$ cat src/rtl/bpa_pkg.sv
// Shared types and constants of the bitmap page allocator.
// No dependencies; imported by bpa_word_unit, bitmap_page_allocator and the testbench.
`default_nettype none

package bpa_pkg;

  localparam int unsigned PAGE_SHIFT = 12;
  localparam int unsigned PAGE_IDX_W = 32 - PAGE_SHIFT;
  localparam int unsigned BIT_W      = 5;
  localparam int unsigned WORD_BITS  = 32;

  typedef logic [WORD_BITS-1:0] word_t;
  typedef logic [BIT_W-1:0]     bit_idx_t;

  typedef enum logic [1:0] {
    REQ_ALLOC      = 2'd0,
    REQ_FREE_PAGE  = 2'd1,
    REQ_RESERVE    = 2'd2,
    REQ_FREE_RANGE = 2'd3
  } req_e;

  typedef enum logic [1:0] {
    ST_OK       = 2'd0,
    ST_NO_PAGE  = 2'd1,
    ST_BAD_ADDR = 2'd2
  } status_e;

  // Controls for one read-modify-write of a bitmap word in a range update.
  typedef struct packed {
    logic     set;
    bit_idx_t lo;
    bit_idx_t hi;
  } range_ctl_t;

endpackage

`default_nettype wire

$ cat src/rtl/bpa_word_unit.sv
// Word datapath of the allocator: range mask update and lowest free bit search.
// Depends on bpa_pkg.
`default_nettype none

module bpa_word_unit
  import bpa_pkg::*;
(
  input  wire word_t      rdata_i,
  input  wire range_ctl_t ctl_i,
  output word_t           range_wdata_o,
  output logic            zero_found_o,
  output bit_idx_t        zero_bit_o,
  output word_t           alloc_wdata_o
);

  word_t mask;

  // Bits lo..hi inclusive of the word are affected by the range.
  assign mask = ({WORD_BITS{1'b1}} << ctl_i.lo) &
                ({WORD_BITS{1'b1}} >> (BIT_W'(WORD_BITS - 1) - ctl_i.hi));

  assign range_wdata_o = ctl_i.set ? (rdata_i | mask) : (rdata_i & ~mask);

  assign zero_found_o = ~&rdata_i;

  always_comb begin
    zero_bit_o = '0;
    for (int i = WORD_BITS - 1; i >= 0; i--) begin
      if (!rdata_i[i]) begin
        zero_bit_o = BIT_W'(i);
      end
    end
  end

  assign alloc_wdata_o = rdata_i | (word_t'(1) << zero_bit_o);

endmodule

`default_nettype wire

$ cat config.mk
export PLATFORM = sky130hd
export DESIGN_NAME = bpa_word_unit
export DESIGN_NICKNAME = d
export VERILOG_FILES = /design/src/rtl/bpa_pkg.sv /design/src/rtl/bpa_word_unit.sv
export SDC_FILE = /design/constraint.sdc
export NUM_CORES = 1
export LEC_CHECK = 0
export BUFFER_PORTS_ARGS = -buffer_cell sky130_fd_sc_hd__buf_4
export CORE_MARGIN = 2
export CORE_UTILIZATION = 48
export DETAILED_ROUTE_END_ITERATION = 6
export PLACE_DENSITY = 0.95
export SLEW_MARGIN = 20
export SYNTH_ARGS = -nofsm -noshare
export SYNTH_HDL_FRONTEND = slang
export SYNTH_SLANG_ARGS = --single-unit
$ cat constraint.sdc
create_clock -name vclk -period 3.5
set_input_delay 0.525 -clock vclk [all_inputs]
set_output_delay 0.525 -clock vclk [all_outputs]
set_load 0.01 [all_outputs]
==> metrics.csv, run 1 <==
metric,value,unit
half-perimeter wire length after placement,5890,um
ordered list of cells on the worst path,buf_4 > nand4_1 > nor4_2 > and2_1 > and2_2 > and2_4 > a41o_1 > buf_4,
Layout Area Growth over Synthesis,49.1,%
total vias in the final route,2656,
crit path buf inv count,2,
Final ANT Viol Nets,0,
CP Data Required Time,2.97,ns
Arrival @ worst endpoint,2.22,ns
kind of critical path,in2out,
FMAX,0.364,GHz
final setup fails,0,
longest individual stage delay on the worst path,0.49,ns
number of antenna repair diodes,0,
library cell with the highest instance count after synthesis,sky130_fd_sc_hd__nand2_1,
count of final max-slew check failures,0,
number of violations reported at the end of detailed-routing iteration 0,538,
cell count after placement,414,
distinct cell type count after synthesis,46,
area of the mapped netlist,1710,um^2
ratio of total power to cell area,133,nW/um^2
remaining global-route overflow,0,
Static Leak,1.09,nW
I/O pin total,113,
slowest library cell on the worst path,sky130_fd_sc_hd__nor4_2,
cells after synthesis,271,
final hold violation count,0,
top cell family by delay on the critical path,simple AND/OR/NAND/NOR gates,
final std cells w/o fill,414,
top cell type by total area after synthesis,sky130_fd_sc_hd__mux2_2,
worst min-delay path category,in2out,
antenna violations before repair,0,
ratio of cells with drive above 1 in the final layout,43.5,%
number of flip-flops and latches,0,
unrepaired setup endpoints after global routing,false,
post-CTS setup repair buffer count,0,
startpoint kind of the worst setup timing path,input pin,
height of the die,63.8,um
"Cell Area, Placed",2550,um^2
sequential element share of the synthesized area,0,%
clock buffer count,0,
outcome,"finished, final reports clean",
post_cts resized,0,
number of buffers added to fix hold violations after cts,0,
fin crit share,78.5,%
area of all sequential standard cells,0,um^2
global placer's final weighted congestion,0.998,
site row count,21,
largest driver fanout on the critical path,6,
wire length of the first global-routing pass,11500,um
Syn. warnings,0,
most frequent cells after synthesis,"35 x sky130_fd_sc_hd__nand2_1, 28 x sky130_fd_sc_hd__mux2_2, 17 x sky130_fd_sc_hd__a21oi_1, 17 x sky130_fd_sc_hd__nor2_1, 16 x sky130_fd_sc_hd__o21ai_0",
most area-consuming cells after synthesis,"sky130_fd_sc_hd__mux2_2 18%, sky130_fd_sc_hd__nand2_1 7.7%, sky130_fd_sc_hd__o21bai_1 6.6%",
top cell type's share of synthesized area,18.4,%
overall die width,63.8,um
initial core utilization,50.6,%
number of global-route vias before repair,2409,
Max Cap Violations,0,
Placeable Area,3390,um^2
total length of routed wires,7460,um
worst hold slack across all endpoints,1.35,ns
number of iterations in the first detailed-routing pass,5,
Avg Vias per Cell,6.42,
maximum number of pins on one net before global-route repair,33,
PnR Total Power,0.340,mW
drt wl/cell,18.0,um
number of I/O port buffers,112,
area of the die,4070,um^2
DR DRC count,0,
total routing usage reported by global routing,34.5,%
maximum vdd ir drop,89.4,uV
syn nets,314,
Critical Path Sink Type,primary output,
final-layout setup total negative slack,0,ns
time the worst path needs with I/O delays and setup,2.75,ns
cell repeated most along the worst path,sky130_fd_sc_hd__buf_4,
"Design Area, Final",2550,um^2
layout net count,413,
post-synthesis average cell area,6.33,um^2
-- final cells by class --
class	instances	area (um^2)
tap	46	57.6
multi-input combinational	243	1600
inverter	11	43.8
timing repair buffer	114	856
fill	283	835
-- cells in the final DEF, fill, tap and decap left out, types with 10 or more instances in the layout --
cell type	n
sky130_fd_sc_hd__nor2_1	17
sky130_fd_sc_hd__o21bai_1	15
sky130_fd_sc_hd__inv_1	10
sky130_fd_sc_hd__buf_4	114
sky130_fd_sc_hd__a21oi_1	17
sky130_fd_sc_hd__mux2_2	28
sky130_fd_sc_hd__nand2_1	35
sky130_fd_sc_hd__nand4_1	10
sky130_fd_sc_hd__nor3_1	10
sky130_fd_sc_hd__nand3_1	14
sky130_fd_sc_hd__o21ai_0	16
-- path summary, 6_finish.rpt --
| kind | to | slack (ns) | startpoint | cells after the start |
|---|---|---|---|---|
| max | alloc_wdata_o[19] | 0.75 | rdata_i[8] | 8 |
| min | alloc_wdata_o[12] | 1.35 | rdata_i[12] | 3 |
-- metal layers --
metal	GRT usage (%)	wire length [um]
met1	46.7	2880
met2	60.9	3630
met3	1.41	784
met4	6.79	170
met5	0	0
-- power by group --
part / total (mW) / internal, mW / switching (mW) / leakage [nW]
Sequential: 0 / 0 / 0 / 0
Clock: 0 / 0 / 0 / 0
Combinational: 0.340 / 0.160 / 0.180 / 1.09
Total: 0.340 / 0.160 / 0.180 / 1.09
-- logic make-up (layout without fill, tap and decap cells) --
logic type      Yosys count  in the layout  synth area share [%]
simple gates            123            123                  36.4
compound gates           91             91                  38.2
mux                      28             28                  18.4
buf+inv                  28            125                  6.79
other cells               1              1                 0.219
-- stage by stage --
step / setup slack (ns) / utilization [%]
floorplan: 1.17 / -
global placement: 0.821 / 75.4
detailed placement: 0.777 / 75.4
CTS: 0.774 / 75.4
global route: 0.687 / 75.4
finish: 0.753 / 75.4
Power figures use the tool's default switching activity.
==> inputs of run 2 (changes only) <==
--- a/config.mk
+++ b/config.mk
@@ -7,9 +7,9 @@
 export LEC_CHECK = 0
 export BUFFER_PORTS_ARGS = -buffer_cell sky130_fd_sc_hd__buf_4
 export CORE_MARGIN = 2
-export CORE_UTILIZATION = 48
+export CORE_UTILIZATION = 41
 export DETAILED_ROUTE_END_ITERATION = 6
-export PLACE_DENSITY = 0.95
+export PLACE_DENSITY = 0.88
 export SLEW_MARGIN = 20
 export SYNTH_ARGS = -nofsm -noshare
 export SYNTH_HDL_FRONTEND = slang
==> constraint.sdc (replaced) <==
create_clock -name vclk -period 2.4
set_input_delay 0.36 -clock vclk [all_inputs]
set_output_delay 0.36 -clock vclk [all_outputs]
set_load 0.01 [all_outputs]
==> run 2 against run 1 <==
Effect of this change:
- cell area is 5.4% higher
- critical path depth stayed put
- sequential share of layout area unchanged
- via count rose by 2.9%
- count of clock-buffer cells in the layout unchanged
- largest cell class unchanged
- hold slack got worse by 0.33 ns
- cell count increased by 3.6%
- first-iteration DRC count decreased by 8.6%
- wire length up 3.6%
- setup slack got worse by 0.69 ns
- die area rose by 16%
- critical path type unchanged
- non-clock buffer count increased by 11
- critical endpoint is now alloc_wdata_o[21]
==> metrics.csv, run 2 (same netlist as run 1, synthesis figures left out) <==
metric,value,unit
number of global-route vias before repair,2498,
CP Data Required Time,2.04,ns
number of buffers added to fix hold violations after cts,0,
worst min-delay path category,in2out,
number of flip-flops and latches,0,
Avg Vias per Cell,6.37,
height of the die,68.7,um
unrepaired setup endpoints after global routing,false,
layout filler cell count,380,
largest driver fanout on the critical path,9,
maximum number of pins on one net before global-route repair,33,
ratio of total power to cell area,192,nW/um^2
number of I/O port buffers,112,
total area of multi-input combinational cells,1640,um^2
cell count after placement,428,
Placeable Area,4000,um^2
clock buffer count,0,
final setup fails,0,
maximum vdd ir drop,105,uV
number of violations reported at the end of detailed-routing iteration 0,492,
layout net count,424,
Static Leak,1.16,nW
site row count,23,
I/O pin total,113,
DR DRC count,0,
total routing usage reported by global routing,32.2,%
Arrival @ worst endpoint,1.98,ns
total vias in the final route,2734,
Max Cap Violations,0,
startpoint kind of the worst setup timing path,input pin,
drt wl/cell,18.0,um
wire length of the first global-routing pass,11900,um
initial core utilization,42.9,%
overall die width,68.7,um
final hold violation count,0,
number of iterations in the first detailed-routing pass,5,
PnR Total Power,0.518,mW
total length of routed wires,7730,um
global placer's final weighted congestion,0.945,
"Cell Area, Placed",2640,um^2
kind of critical path,in2out,
ratio of cells with drive above 1 in the final layout,46.7,%
Layout Area Growth over Synthesis,57.2,%
remaining global-route overflow,0,
Critical Path Sink Type,primary output,
area of all sequential standard cells,0,um^2
most common library cell in the layout ignoring fill and taps,sky130_fd_sc_hd__buf_4,
time the worst path needs with I/O delays and setup,2.34,ns
final std cells w/o fill,429,
worst hold slack across all endpoints,1.02,ns
FMAX,0.427,GHz
"Design Area, Final",2690,um^2
fin crit share,97.5,%
half-perimeter wire length after placement,6120,um
count of final max-slew check failures,0,
number of antenna repair diodes,0,
most frequent cells in the layout,"123 x sky130_fd_sc_hd__buf_4, 35 x sky130_fd_sc_hd__nand2_1, 28 x sky130_fd_sc_hd__mux2_2, 17 x sky130_fd_sc_hd__nor2_1, 16 x sky130_fd_sc_hd__a21oi_1",
antenna violations before repair,0,
Final ANT Viol Nets,0,
final-layout setup total negative slack,0,ns
area of the die,4710,um^2
outcome,"finished, final reports clean",
==> run 2: cell count changes in the layout (fill, tap and decap cells not counted), sizes merged <==
cell / previous run / this run
buf: 114 / 125
==> run 2: report_power, final <==
| group | switching, mW | internal (mW) |
|---|---|---|
| Combinational | 0.271 | 0.247 |
| Clock | 0 | 0 |
| Sequential | 0 | 0 |
==> run 2: stage by stage <==
step | utilization (%) | setup slack [ns]
after floorplan | - | 0.404
after global placement | 65.9 | 0.0513
after detailed placement | 65.9 | 0.0560
after CTS | 65.9 | 0.0473
after global routing | 67.3 | 0.00272
final | 67.3 | 0.0597
==> run 2: path summary, 6_finish.rpt <==
path	cells past startpoint	slack, ns	start	endpoint
max	8	0.06	rdata_i[22]	alloc_wdata_o[21]
min	3	1.02	rdata_i[12]	alloc_wdata_o[12]
==> run 2: metal layers <==
metal / GRT usage (%) / routed length (um)
met1: 45.1 / 3100
met2: 51.3 / 3520
met3: 4.22 / 874
met4: 8.75 / 241
met5: 0 / 0
==> run 2: cell type report <==
type,count,area share [%]
inverter,11,1.72
multi-input combinational,243,60.8
timing repair buffer,125,35.1
tap,50,2.32
==> run 2: what timing repair did <==
item	in CTS	in global routing
endpoints found under the setup margin	0	19
setup buffers	0	1
gates resized for setup	0	12
==> run 2: critical path, cell delays in order <==
cell	delay [ns]
sky130_fd_sc_hd__buf_4	0.12
sky130_fd_sc_hd__nand4_1	0.11
sky130_fd_sc_hd__a31o_1	0.25
sky130_fd_sc_hd__a2111oi_4	0.38
sky130_fd_sc_hd__o22a_4	0.23
sky130_fd_sc_hd__inv_6	0.05
sky130_fd_sc_hd__o31ai_1	0.29
sky130_fd_sc_hd__buf_4	0.18
